## src/rtl/core/efr_pkg.sv

```systemverilog
// Package for the escaped frame receiver: field widths, function and
// register codes, reset markers and the per-item status struct.
// No dependencies.
package efr_pkg;

  localparam int BYTE_W     = 8;
  localparam int READ_IDX_W = 7;
  localparam int LEN_W      = 8;
  localparam int CFG_IDX_W  = 2;

  // Item functions.
  localparam logic FUNC_BYTE = 1'b0;
  localparam logic FUNC_READ = 1'b1;

  // Configuration register indexes.
  localparam logic [CFG_IDX_W-1:0] CFG_START  = 2'd0;
  localparam logic [CFG_IDX_W-1:0] CFG_END    = 2'd1;
  localparam logic [CFG_IDX_W-1:0] CFG_ESCAPE = 2'd2;

  localparam logic [BYTE_W-1:0] START_RST  = 8'd241;
  localparam logic [BYTE_W-1:0] END_RST    = 8'd242;
  localparam logic [BYTE_W-1:0] ESCAPE_RST = 8'd243;

  // Status of one item, apart from the read data.
  typedef struct packed {
    logic             frame_done;
    logic [LEN_W-1:0] frame_length;
    logic             frame_overflow;
    logic             in_frame;
  } efr_status_t;

endpackage

```

## src/rtl/core/efr_channels.sv

```systemverilog
// Channel interfaces of the escaped frame receiver: input items, results
// and configuration writes. Depends on efr_pkg.
interface efr_in_if import efr_pkg::*; ();
  logic                  valid;
  logic                  ready;
  logic                  func;
  logic [BYTE_W-1:0]     byte_in;
  logic [READ_IDX_W-1:0] read_index;

  modport source(output valid, func, byte_in, read_index, input ready);
  modport sink(input valid, func, byte_in, read_index, output ready);
endinterface

interface efr_out_if import efr_pkg::*; ();
  logic              valid;
  logic              ready;
  logic              frame_done;
  logic [LEN_W-1:0]  frame_length;
  logic              frame_overflow;
  logic              in_frame;
  logic [BYTE_W-1:0] read_data;

  modport source(output valid, frame_done, frame_length, frame_overflow, in_frame,
                 read_data, input ready);
  modport sink(input valid, frame_done, frame_length, frame_overflow, in_frame,
               read_data, output ready);
endinterface

interface efr_cfg_if import efr_pkg::*; ();
  logic                 valid;
  logic                 ready;
  logic [CFG_IDX_W-1:0] index;
  logic [BYTE_W-1:0]    data;

  modport source(output valid, index, data, input ready);
  modport sink(input valid, index, data, output ready);
endinterface

```

## src/rtl/core/efr_store.sv

```systemverilog
// Frame byte store: one write port and one read port, read data registered.
// Depends on efr_pkg.
module efr_store import efr_pkg::*; #(
  parameter int DEPTH = 128,
  parameter int AW    = 7
) (
  input  logic              clk,
  input  logic              wr_en,
  input  logic [AW-1:0]     wr_addr,
  input  logic [BYTE_W-1:0] wr_data,
  input  logic              rd_en,
  input  logic [AW-1:0]     rd_addr,
  output logic [BYTE_W-1:0] rd_data
);

  logic [BYTE_W-1:0] mem [DEPTH];
  logic [BYTE_W-1:0] rd_data_r;

  always_ff @(posedge clk) begin
    if (wr_en) begin
      mem[wr_addr] <= wr_data;
    end
  end

  // The read register holds its value until the next read.
  always_ff @(posedge clk) begin
    if (rd_en) begin
      rd_data_r <= mem[rd_addr];
    end
  end

  assign rd_data = rd_data_r;

endmodule

```

## src/rtl/core/efr_ctrl.sv

```systemverilog
// Frame control for the escaped frame receiver: marker registers, frame
// state and the store write for each received byte. Depends on efr_pkg.
module efr_ctrl import efr_pkg::*; #(
  parameter int DEPTH = 128,
  parameter int AW    = 7,
  parameter int CW    = 8
) (
  input  logic                 clk,
  input  logic                 rst_n,
  input  logic                 cfg_we,
  input  logic [CFG_IDX_W-1:0] cfg_idx,
  input  logic [BYTE_W-1:0]    cfg_data,
  input  logic                 item_acc,
  input  logic                 func,
  input  logic [BYTE_W-1:0]    byte_in,
  output logic                 wr_en,
  output logic [AW-1:0]        wr_addr,
  output efr_status_t          status
);

  logic [BYTE_W-1:0] start_r, end_r, escape_r;
  logic [CW-1:0]     widx_r, widx_nxt;
  logic              open_r, open_nxt;
  logic              esc_r, esc_nxt;
  logic              ovf_r, ovf_nxt;

  logic          is_start, is_end, new_frame, do_store, full, done;
  logic [CW-1:0] base_idx, idx_after;
  logic          base_ovf, ovf_after;

  always_ff @(posedge clk) begin
    if (!rst_n) begin
      start_r  <= START_RST;
      end_r    <= END_RST;
      escape_r <= ESCAPE_RST;
    end else if (cfg_we) begin
      case (cfg_idx)
        CFG_START:  start_r  <= cfg_data;
        CFG_END:    end_r    <= cfg_data;
        CFG_ESCAPE: escape_r <= cfg_data;
        default: ;
      endcase
    end
  end

  always_comb begin
    is_start  = (byte_in == start_r);
    is_end    = !is_start && (byte_in == end_r);
    // A start marker after an escape inside a frame is plain data.
    new_frame = is_start && !(open_r && esc_r);
    base_idx  = new_frame ? '0 : widx_r;
    base_ovf  = new_frame ? 1'b0 : ovf_r;
    do_store  = is_start || open_r;
    full      = 32'(base_idx) >= DEPTH;
    wr_en     = item_acc && (func == FUNC_BYTE) && do_store && !full;
    wr_addr   = base_idx[AW-1:0];
    idx_after = (do_store && !full) ? base_idx + CW'(1) : base_idx;
    ovf_after = base_ovf || (do_store && full);
    done      = is_end && open_r && !esc_r;

    widx_nxt = done ? '0 : idx_after;
    open_nxt = new_frame || (open_r && !done);
    esc_nxt  = (byte_in == escape_r) && !esc_r;
    ovf_nxt  = ovf_after;

    if (func == FUNC_BYTE) begin
      status.frame_done     = done;
      status.frame_length   = done ? LEN_W'(idx_after) : '0;
      status.frame_overflow = ovf_after;
      status.in_frame       = open_nxt;
    end else begin
      status.frame_done     = 1'b0;
      status.frame_length   = '0;
      status.frame_overflow = ovf_r;
      status.in_frame       = open_r;
    end
  end

  always_ff @(posedge clk) begin
    if (!rst_n) begin
      widx_r <= '0;
      open_r <= 1'b0;
      esc_r  <= 1'b0;
      ovf_r  <= 1'b0;
    end else if (item_acc && (func == FUNC_BYTE)) begin
      widx_r <= widx_nxt;
      open_r <= open_nxt;
      esc_r  <= esc_nxt;
      ovf_r  <= ovf_nxt;
    end
  end

endmodule

```

## src/rtl/core/escaped_frame_receiver.sv

```systemverilog
// Escaped frame receiver: collects byte-stuffed frames into a byte store and
// reads stored bytes back. One item is taken every clock cycle unless the
// result side stalls; a result passes the first stage, with the registered
// read of the store, then the output register, so an item can enter while a
// finished result waits. The store is not cleared at reset, so only positions
// written since reset should be read. Depends on efr_pkg, the channel
// interfaces, efr_ctrl and efr_store.
module escaped_frame_receiver import efr_pkg::*; #(
  parameter int BUFFER_DEPTH = 128
) (
  input logic      clk,
  input logic      rst_n,
  efr_in_if.sink   in_ch,
  efr_out_if.source out_ch,
  efr_cfg_if.sink  cfg_ch
);

  localparam int AW = $clog2(BUFFER_DEPTH);
  localparam int CW = $clog2(BUFFER_DEPTH + 1);
  localparam int RW = (AW > READ_IDX_W) ? AW : READ_IDX_W;

  logic              item_acc, s1_adv;
  logic              wr_en;
  logic [AW-1:0]     wr_addr;
  logic [RW-1:0]     rd_ext;
  logic              rd_ok, rd_en;
  logic [BYTE_W-1:0] rd_data;
  efr_status_t       status;

  logic              s1_v_r;
  efr_status_t       s1_res_r;
  logic              s1_rd_r;
  logic              out_v_r;
  efr_status_t       out_res_r;
  logic [BYTE_W-1:0] out_rdata_r;

  assign cfg_ch.ready = 1'b1;

  assign s1_adv       = s1_v_r && (!out_v_r || out_ch.ready);
  assign in_ch.ready  = !s1_v_r || s1_adv;
  assign item_acc     = in_ch.valid && in_ch.ready;

  assign rd_ext = RW'(in_ch.read_index);
  assign rd_ok  = 32'(rd_ext) < BUFFER_DEPTH;
  assign rd_en  = item_acc && (in_ch.func == FUNC_READ) && rd_ok;

  efr_ctrl #(.DEPTH(BUFFER_DEPTH), .AW(AW), .CW(CW)) u_ctrl (
    .clk      (clk),
    .rst_n    (rst_n),
    .cfg_we   (cfg_ch.valid && cfg_ch.ready),
    .cfg_idx  (cfg_ch.index),
    .cfg_data (cfg_ch.data),
    .item_acc (item_acc),
    .func     (in_ch.func),
    .byte_in  (in_ch.byte_in),
    .wr_en    (wr_en),
    .wr_addr  (wr_addr),
    .status   (status)
  );

  efr_store #(.DEPTH(BUFFER_DEPTH), .AW(AW)) u_store (
    .clk     (clk),
    .wr_en   (wr_en),
    .wr_addr (wr_addr),
    .wr_data (in_ch.byte_in),
    .rd_en   (rd_en),
    .rd_addr (rd_ext[AW-1:0]),
    .rd_data (rd_data)
  );

  // The read register only changes on a new read, which happens only when
  // the first stage empties, so its data stays put while that stage waits.
  always_ff @(posedge clk) begin
    if (!rst_n) begin
      s1_v_r <= 1'b0;
    end else if (in_ch.ready) begin
      s1_v_r <= item_acc;
    end
  end

  always_ff @(posedge clk) begin
    if (item_acc) begin
      s1_res_r <= status;
      s1_rd_r  <= rd_en;
    end
  end

  always_ff @(posedge clk) begin
    if (!rst_n) begin
      out_v_r <= 1'b0;
    end else if (!out_v_r || out_ch.ready) begin
      out_v_r <= s1_v_r;
    end
  end

  always_ff @(posedge clk) begin
    if (s1_adv) begin
      out_res_r   <= s1_res_r;
      out_rdata_r <= s1_rd_r ? rd_data : '0;
    end
  end

  assign out_ch.valid          = out_v_r;
  assign out_ch.frame_done     = out_res_r.frame_done;
  assign out_ch.frame_length   = out_res_r.frame_length;
  assign out_ch.frame_overflow = out_res_r.frame_overflow;
  assign out_ch.in_frame       = out_res_r.in_frame;
  assign out_ch.read_data      = out_rdata_r;

  a_done_closes: assert property (@(posedge clk) disable iff (!rst_n)
    out_ch.valid && out_ch.frame_done |-> !out_ch.in_frame)
    else $error("completed frame reported as still open");

  a_read_no_done: assert property (@(posedge clk) disable iff (!rst_n)
    out_ch.valid && out_ch.read_data != '0 |-> !out_ch.frame_done &&
    out_ch.frame_length == '0)
    else $error("read result carries frame completion");

  a_full_stall: assert property (@(posedge clk) disable iff (!rst_n)
    s1_v_r && out_v_r && !out_ch.ready |-> !in_ch.ready)
    else $error("input taken while both stages are full");

  a_idle_no_write: assert property (@(posedge clk) disable iff (!rst_n)
    !item_acc |-> !wr_en && !rd_en)
    else $error("store accessed without an accepted transaction");

endmodule

```

## src/flat_wrapper.sv

```systemverilog
// flat-port wrapper written by rule: the top's interface ports become plain ports
module escaped_frame_receiver_flat import efr_pkg::*;
#(
  parameter int BUFFER_DEPTH = 128
)
  (clk, rst_n, in_ch_valid, in_ch_func, in_ch_byte_in, in_ch_read_index, in_ch_ready, out_ch_valid, out_ch_frame_done, out_ch_frame_length, out_ch_frame_overflow, out_ch_in_frame, out_ch_read_data, out_ch_ready, cfg_ch_valid, cfg_ch_index, cfg_ch_data, cfg_ch_ready);
  efr_in_if in_ch_i ();
  efr_out_if out_ch_i ();
  efr_cfg_if cfg_ch_i ();
  input logic clk;
  input logic rst_n;
  input wire logic [$bits(in_ch_i.valid)-1:0] in_ch_valid;
  input wire logic [$bits(in_ch_i.func)-1:0] in_ch_func;
  input wire logic [$bits(in_ch_i.byte_in)-1:0] in_ch_byte_in;
  input wire logic [$bits(in_ch_i.read_index)-1:0] in_ch_read_index;
  output wire logic [$bits(in_ch_i.ready)-1:0] in_ch_ready;
  output wire logic [$bits(out_ch_i.valid)-1:0] out_ch_valid;
  output wire logic [$bits(out_ch_i.frame_done)-1:0] out_ch_frame_done;
  output wire logic [$bits(out_ch_i.frame_length)-1:0] out_ch_frame_length;
  output wire logic [$bits(out_ch_i.frame_overflow)-1:0] out_ch_frame_overflow;
  output wire logic [$bits(out_ch_i.in_frame)-1:0] out_ch_in_frame;
  output wire logic [$bits(out_ch_i.read_data)-1:0] out_ch_read_data;
  input wire logic [$bits(out_ch_i.ready)-1:0] out_ch_ready;
  input wire logic [$bits(cfg_ch_i.valid)-1:0] cfg_ch_valid;
  input wire logic [$bits(cfg_ch_i.index)-1:0] cfg_ch_index;
  input wire logic [$bits(cfg_ch_i.data)-1:0] cfg_ch_data;
  output wire logic [$bits(cfg_ch_i.ready)-1:0] cfg_ch_ready;
  assign in_ch_i.valid = in_ch_valid;
  assign in_ch_i.func = in_ch_func;
  assign in_ch_i.byte_in = in_ch_byte_in;
  assign in_ch_i.read_index = in_ch_read_index;
  assign in_ch_ready = in_ch_i.ready;
  assign out_ch_valid = out_ch_i.valid;
  assign out_ch_frame_done = out_ch_i.frame_done;
  assign out_ch_frame_length = out_ch_i.frame_length;
  assign out_ch_frame_overflow = out_ch_i.frame_overflow;
  assign out_ch_in_frame = out_ch_i.in_frame;
  assign out_ch_read_data = out_ch_i.read_data;
  assign out_ch_i.ready = out_ch_ready;
  assign cfg_ch_i.valid = cfg_ch_valid;
  assign cfg_ch_i.index = cfg_ch_index;
  assign cfg_ch_i.data = cfg_ch_data;
  assign cfg_ch_ready = cfg_ch_i.ready;
  escaped_frame_receiver #(.BUFFER_DEPTH(BUFFER_DEPTH)) u_core (.clk(clk), .rst_n(rst_n), .in_ch(in_ch_i), .out_ch(out_ch_i), .cfg_ch(cfg_ch_i));
endmodule
```

## config.mk

```make
export PLATFORM = sky130hd
export DESIGN_NAME = escaped_frame_receiver_flat
export DESIGN_NICKNAME = d
export VERILOG_FILES = /design/src/rtl/core/efr_pkg.sv /design/src/rtl/core/efr_channels.sv /design/src/rtl/core/efr_store.sv /design/src/rtl/core/efr_ctrl.sv /design/src/rtl/core/escaped_frame_receiver.sv /design/src/flat_wrapper.sv
export SDC_FILE = /design/constraint.sdc
export NUM_CORES = 1
export LEC_CHECK = 0
export BUFFER_PORTS_ARGS = -buffer_cell sky130_fd_sc_hd__buf_2
export CAP_MARGIN = 20
export CORE_MARGIN = 3
export CORE_UTILIZATION = 58
export CTS_CLUSTER_SIZE = 20
export DETAILED_ROUTE_END_ITERATION = 7
export PLACE_DENSITY = 0.75
export SYNTH_ARGS = -nofsm -noshare
export SYNTH_HDL_FRONTEND = slang
export SYNTH_HIERARCHICAL = 1
export SYNTH_SLANG_ARGS = --single-unit
```

## constraint.sdc

```tcl
create_clock -name clk -period 6.2 [get_ports clk]
set_input_delay 0.31 -clock clk [delete_from_list [all_inputs] [get_ports clk]]
set_output_delay 0.31 -clock clk [all_outputs]
set_load 0.01 [all_outputs]
```

; ---- After elaboration in Yosys (flattened, before gate mapping)
; Memory sizes are Yosys's and may differ from the RTL's. A register that Yosys moved wholly into a read port is not among the register bits.
; Cells that the tools add are included.
[totals]
ff_bits = 68
mem_bits_rw = 1024
input_bits = 31
word_cells = 68
n_memories = 1
[op_classes]
addsub = 1
magnitude_cmp = 1
n_eq_ne = 5
n_mux = 7
bitwise = 2
n_reduce_logical = 32
[mem_list]
columns = name, depth, word_bits, rd, rd_clocked_by_memory_dff, wr, line
row1 = u_core.u_store.mem, 128, 8, 1, 1, 1, efr_store.sv:16  ; logic [BYTE_W-1:0] mem [DEPTH];
[op_table]
columns = operator, count
row1 = $eq 8x8->1, 3
row2 = $mux 8, 3
row3 = $logic_and 1x1->1, 15
row4 = $add 8x1->8 const B, 1
row5 = $ge 8x8->1 const B, 1
row6 = $logic_not 1->1, 7
row7 = $reduce_and 2->1, 3
row8 = $logic_or 1x1->1, 5
row9 = $mux 1, 3
row10 = $eq 2x1->1 const B, 1
row11 = $eq 2x2->1 const B, 1
row12 = $logic_not 2->1, 1
row13 = $mux 2, 1
row14 = $not 1->1, 2
row15 = $reduce_or 2->1, 1

; ---- Depth between registers and ports, before layout
[logic_depth]
word_depth = 10
depth_mapped = 11

; ---- Cells and area by module
; Netlist, hierarchy kept.
[by_module_without_submodules]
columns = module, n_inst, cells_each, area_each_um2, seq_area_each_um2
row1 = efr_store, 1, 1635, 39745.6, 30989.7
row2 = efr_ctrl, 1, 268, 1993.2, 700.7
row3 = escaped_frame_receiver, 1, 51, 1104.8, 970.9

; ---- Worst setup path after synthesis
; No wires, ideal clock.
[synth_path]
path_kind = flip-flop to flip-flop
from = register u_core.out_v_r, in the netlist u_core/out_ch.valid
to = memory u_core.u_store.mem[110][0] (enable)
setup_time_ps = 371
t_arrival_ps = 2962
slack_ps = 2867
stages_incl_launch_ff = 10
n_path_buf = 2
synth_period_minus_slack_ps = 3333
cell_sequence = dfxtp_1 > nor2b_4 > a21oi_1 > nand2b_1 > a21oi_2 > clkbuf_1 > nor2b_1 > nand3_1 > clkbuf_1 > nor2_1
[synth_between]
elab_chain_len = 10
[synth_rtl]
columns = element, line
row1 = from (decl), escaped_frame_receiver.sv:33  ; logic out_v_r;
row2 = from (signal assigned), escaped_frame_receiver.sv:92  ; out_v_r <= s1_v_r;
row3 = $logic_not 1->1, escaped_frame_receiver.sv:39  ; assign s1_adv = s1_v_r && (!out_v_r || out_ch.ready);
row4 = $logic_or 1x1->1, escaped_frame_receiver.sv:39
row5 = $logic_and 1x1->1, escaped_frame_receiver.sv:39
row6 = $logic_or 1x1->1, escaped_frame_receiver.sv:40  ; assign in_ch.ready = !s1_v_r || s1_adv;
row7 = $logic_and 1x1->1, escaped_frame_receiver.sv:41  ; assign item_acc = in_ch.valid && in_ch.ready;
row8 = named net u_core.item_acc, escaped_frame_receiver.sv:22  ; logic item_acc, s1_adv;
row9 = $logic_and 1x1->1 (3 in a row), efr_ctrl.sv:55  ; wr_en = item_acc && (func == FUNC_BYTE) && do_store && !full;
row10 = named net u_core.wr_en, escaped_frame_receiver.sv:23  ; logic wr_en;
row11 = $mux 1, efr_store.sv:20  ; if (wr_en) begin
row12 = $mux 1 (not written as such), efr_store.sv:21  ; mem[wr_addr] <= wr_data;
row13 = to (decl), efr_store.sv:16
; The timed path passes the listed nets, and every way through them passes these cells.

; ---- Final worst setup path
[layout_path]
from = register u_core.u_ctrl.start_r[2]
to = memory u_core.u_store.mem[14][0] (enable)
[layout_between]
elab_chain_len = 8
elab_cells_between_ends = 10
[layout_rtl]
columns = element, line
row1 = from (decl), efr_ctrl.sv:21  ; logic [BYTE_W-1:0] start_r, end_r, escape_r;
row2 = from (signal assigned), efr_ctrl.sv:38  ; CFG_START: start_r <= cfg_data;
row3 = $eq 8x8->1 (*), efr_ctrl.sv:47  ; is_start = (byte_in == start_r);
row4 = $logic_and 1x1->1 (*), efr_ctrl.sv:50  ; new_frame = is_start && !(open_r && esc_r);
row5 = $mux 8 (*), efr_ctrl.sv:51  ; base_idx = new_frame ? '0 : widx_r;
row6 = named net u_core.wr_addr[0], escaped_frame_receiver.sv:24  ; logic [AW-1:0] wr_addr;
row7 = $ge 8x8->1, efr_ctrl.sv:54  ; full = 32'(base_idx) >= DEPTH;
row8 = $logic_not 1->1, efr_ctrl.sv:55
row9 = $logic_and 1x1->1, efr_ctrl.sv:55
row10 = $mux 1, efr_store.sv:20
row11 = $mux 1 (not written as such), efr_store.sv:21
; The timed path passes the listed nets; every way through them passes the cells marked *.

==> qor_table.md <==
| Item | Reported | Unit |
|---|---|---|
| Result of the run | finished, final reports clean | - |
| Worst-case clock skew | 0.02050 | ns |
| Max Cap Viol | 0 | - |
| Seq. cell area | 0.03266 | mm^2 |
| Rows | 99 | - |
| Combined area of the multi-input logic cells | 0.009706 | mm^2 |
| I/O pin total | 53 | - |
| Worst-path maximum fanout | 22 | - |
| Sum of net half-perimeters after detailed placement | 61740 | um |
| Nets | 2097 | - |
| Cell Pwr Density | 321.5 | mW/mm^2 |
| Total track usage | 26.94 | % |
| Chip Height | 277.8 | um |
| Count of distinct cell types in the synthesized netlist | 55 | - |
| Iteration-0 DRC Markers | 2896 | - |
| Share of post-route cells with drive strength above 1 | 28.19 | % |
| Largest cells by area after synthesis | edfxtp_1, mux4_2, dfxtp_1 | - |
| Fin area | 0.04793 | mm^2 |
| Crit path capture type | flip-flop | - |
| Wire length of the first global-routing pass | 149400 | um |
| Startpoint Class | flip-flop | - |
| Crit Path Category | flip-flop to flip-flop | - |
| CTS tree | yes | - |
| Max-Slew Margin vs Limit | 21.50 | % |
| Critical path data arrival time | 4.53 | ns |
| Remaining antenna violation count after routing | 0 | - |
| Cell area after synthesis | 0.04284 | mm^2 |
| Total CTS buffers | 104 | - |
| H-Tree Level Count | 3 | - |
| Seq/Total Area, Yosys | 76.23 | % |
| Count of input and output buffers | 51 | - |
| Post-synthesis cell count | 1954 | - |
| Die X-Extent | 277.8 | um |
| CTS clock-pin slew for the worst setup and hold paths | 0.07 | ns |
| Count of vias placed by the detailed router | 20930 | - |
| Syn_area_per_cell | 21.93 | um^2 |
| Worst hold-check path type | input pin to flip-flop | - |
| Final Routed Wirelength | 101900 | um |
| Final Slew Violations | 0 | - |
| Period utilization | 68.61 | % |
| Sum of internal, switching and leakage power | 15.41 | mW |
| Required time reported for the critical path endpoint | 6.48 | ns |
| Largest net degree at the start of global routing | 130 | - |
| Via count of the first global-routing pass | 20860 | - |
| Weighted congestion at the end of routability-driven global placement | 0.8750 | - |
| Synth-to-Final Area Change | 11.88 | % |
| Standard cell core area | 0.07308 | mm^2 |
| Insertion delay of the later-clocked pin in the worst-skew pair | 0.65 | ns |
| DR pass1 iterations | 6 | - |
| Number of antenna violations at the first check in global routing | 5 | - |
| Starting density of the core | 58.62 | % |
| Yosys top cell by area | edfxtp_1 | - |
| Leakage Power | 14.85 | nW |
| Root buffer selected by CTS | clkbuf_16 | - |
| Floorplan die area | 0.07716 | mm^2 |
| Number of vias per cell after detailed routing | 6.720 | - |
| Minimum clock period after layout | 4.254 | ns |
| Most common flop cell mapped by yosys | edfxtp_1 | - |
| DP Area | 0.04429 | mm^2 |
| Measured slew at the worst slew-check pin | 1.178 | ns |
| #FFs+latches synth | 1100 | - |
| Finish-stage setup viols | 0 | - |
| Post-CTS setup buffers | 0 | - |
| Clock buffer depth | 3 | - |
| Share of Yosys cell area claimed by the top area cell type | 74.50 | % |
| Largest stage delay on the critical path | 0.86 | ns |
| Slowest stage cell, crit path | nor2_1 | - |
| Number of warnings reported in the yosys synthesis log | 6 | - |
| Wire per inst | 32.73 | um |
| Setup tns final | 0 | ns |
| Remaining Overflow, GRT | 0 | - |
| RSZ-0062 raised after global routing | false | - |
| Count of clock tree sinks | 1100 | - |
| Worst IR drop on VDD | 293.4 | uV |
| Syn nets | 1986 | - |
| EDFF count, synth | 1063 | - |
| Cell-by-cell trace of the critical path | xnor2_1, nand4_1, or3b_1, and2_1, nor2b_1, nand3_2, nor2_1 | - |
| DRC violations left | 0 | - |
| Proportion of synthesized flip-flops having asynchronous set or reset | 0 | % |
| Achievable clock frequency | 235.1 | MHz |
| Final number of hold-violating endpoints | 0 | - |
| Fillers | 4548 | - |
==> cells by family (layout without fill, tap and decap cells) <==
family                     Yosys count  count (layout)  synth area share, %
DFF                               1100            1100                76.23
muxes                              345             345                17.90
and+or+nand+nor                    324             324                3.431
buffers and inverters              109             308                1.145
AOI/OAI and AO/OA                   44              44               0.6425
xor gates and xnor gates            30              30               0.6133
adders and majority gates            1               1              0.02920
other                                1               3             0.008753
==> worst max-delay path, delay by kind of cell, from the launching register on <==
kind | cells | cell delay (ns)
and+or+nand+nor | 6 | 3.35
xor gates and xnor gates | 1 | 0.19
DFF | 1 | 0.32
==> state kept, by name (all words and copies together), names as in the netlist <==
signal                        count
u_core/u_ctrl/esc_r               1
u_core/out_ch.frame_length        8
u_core/u_ctrl/ovf_r               1
u_core/u_store/mem             1024
u_core/out_ch.in_frame            1
u_core/u_store/rd_data            8
u_core/s1_v_r                     1
u_core/u_ctrl/open_r              1
u_core/u_ctrl/widx_r              8
u_core/u_ctrl/escape_r            8
u_core/s1_res_r                  11
u_core/out_ch.frame_overflow      1
u_core/out_ch.frame_done          1
u_core/s1_rd_r                    1
u_core/out_ch.read_data           8
u_core/u_ctrl/start_r             8
u_core/out_ch.valid               1
u_core/u_ctrl/end_r               8
==> cells in the mapped netlist, types with 3 or more instances <==
master	count
a21oi_1	20
and2_1	14
buf_1	18
buf_2	17
buf_4	12
clkbuf_1	54
dfxtp_1	37
edfxtp_1	1063
inv_1	6
mux2_2	8
mux4_2	336
nand2_1	79
nand2b_1	6
nand3_1	35
nand4_1	10
nor2_1	134
nor2b_1	10
nor3_1	15
nor4_1	3
o21ai_0	4
or3_1	3
xnor2_1	22
xor2_1	8
==> cell usage in the layout (no fill, tap or decap), types with 20 or more instances in the layout <==
cell,Yosys,routed
clkbuf_16,0,106
nand3_1,35,33
nor2_1,134,134
xnor2_1,22,22
buf_4,12,45
buf_2,17,43
mux4_2,336,336
clkinv_2,0,20
nand2_1,79,79
clkinv_1,0,22
edfxtp_1,1063,1063
dfxtp_1,37,37
==> where the power goes <==
group	leakage [nW]	switching, mW	internal, mW
registers	9.88	0.0118	8.17
clock network	1.70	2.70	3.81
logic	3.27	0.434	0.293
total	14.8	3.14	12.3
==> path summary, 6_finish.rpt <==
kind	startpoint	endpoint	slack, ns	cells after the start
worst max-delay path	u_core/u_ctrl/start_r[2]$_SDFFE_PN0P_	u_core/u_store/mem[14][0]$_DFFE_PP_	1.95	7
worst min-delay path	in_ch_byte_in[0]	u_core/u_store/mem[126][0]$_DFFE_PP_	0.03	1
worst max register to register	u_core/u_ctrl/start_r[2]$_SDFFE_PN0P_	u_core/u_store/mem[14][0]$_DFFE_PP_	1.95	7
worst min register to register	u_core/s1_res_r[10]$_DFFE_PP_	u_core/out_ch.frame_done$_DFFE_PP_	0.42	0
==> metal layers <==
metal / up-vias / routed length [um] / global-route usage (%)
met4: 2 / 3475 / 8.501
met5: - / 8 / 0
met1: 11120 / 38480 / 38.13
li1: 8351 / - / -
met3: 199 / 9578 / 4.999
met2: 1258 / 50380 / 43.58
==> layout make-up <==
type | count | share of cell area, %
Antenna cell | 2 | 0.01044
Clock buffer | 124 | 5.696
Clock inverter | 70 | 1.629
Inverter | 6 | 0.04699
Multi-Input combinational cell | 745 | 20.25
Sequential cell | 1100 | 68.14
Tap cell | 959 | 2.503
Timing Repair Buffer | 108 | 1.725
==> through the flow <==
step           hold slack, ns  setup WS [ns]  cells  utilization, %
5_1_grt               0.01997          1.632   3113           65.58
6_report              0.03307          1.946   3114           65.59
4_1_cts               0.01008          2.033   3110           65.56
3_3_place_gp           0.4061          1.682   2898           60.50
3_5_place_dp           0.4054          1.686   2905           60.60
2_1_floorplan          0.4003          2.867   1954               -
==> repair_timing <==
item / CTS / global route
endpoints found under the hold margin: 23 / 0
resized for setup: 0 / 0
hold buffers: 11 / 0
No activity file was read; power rests on OpenSTA's default activity.
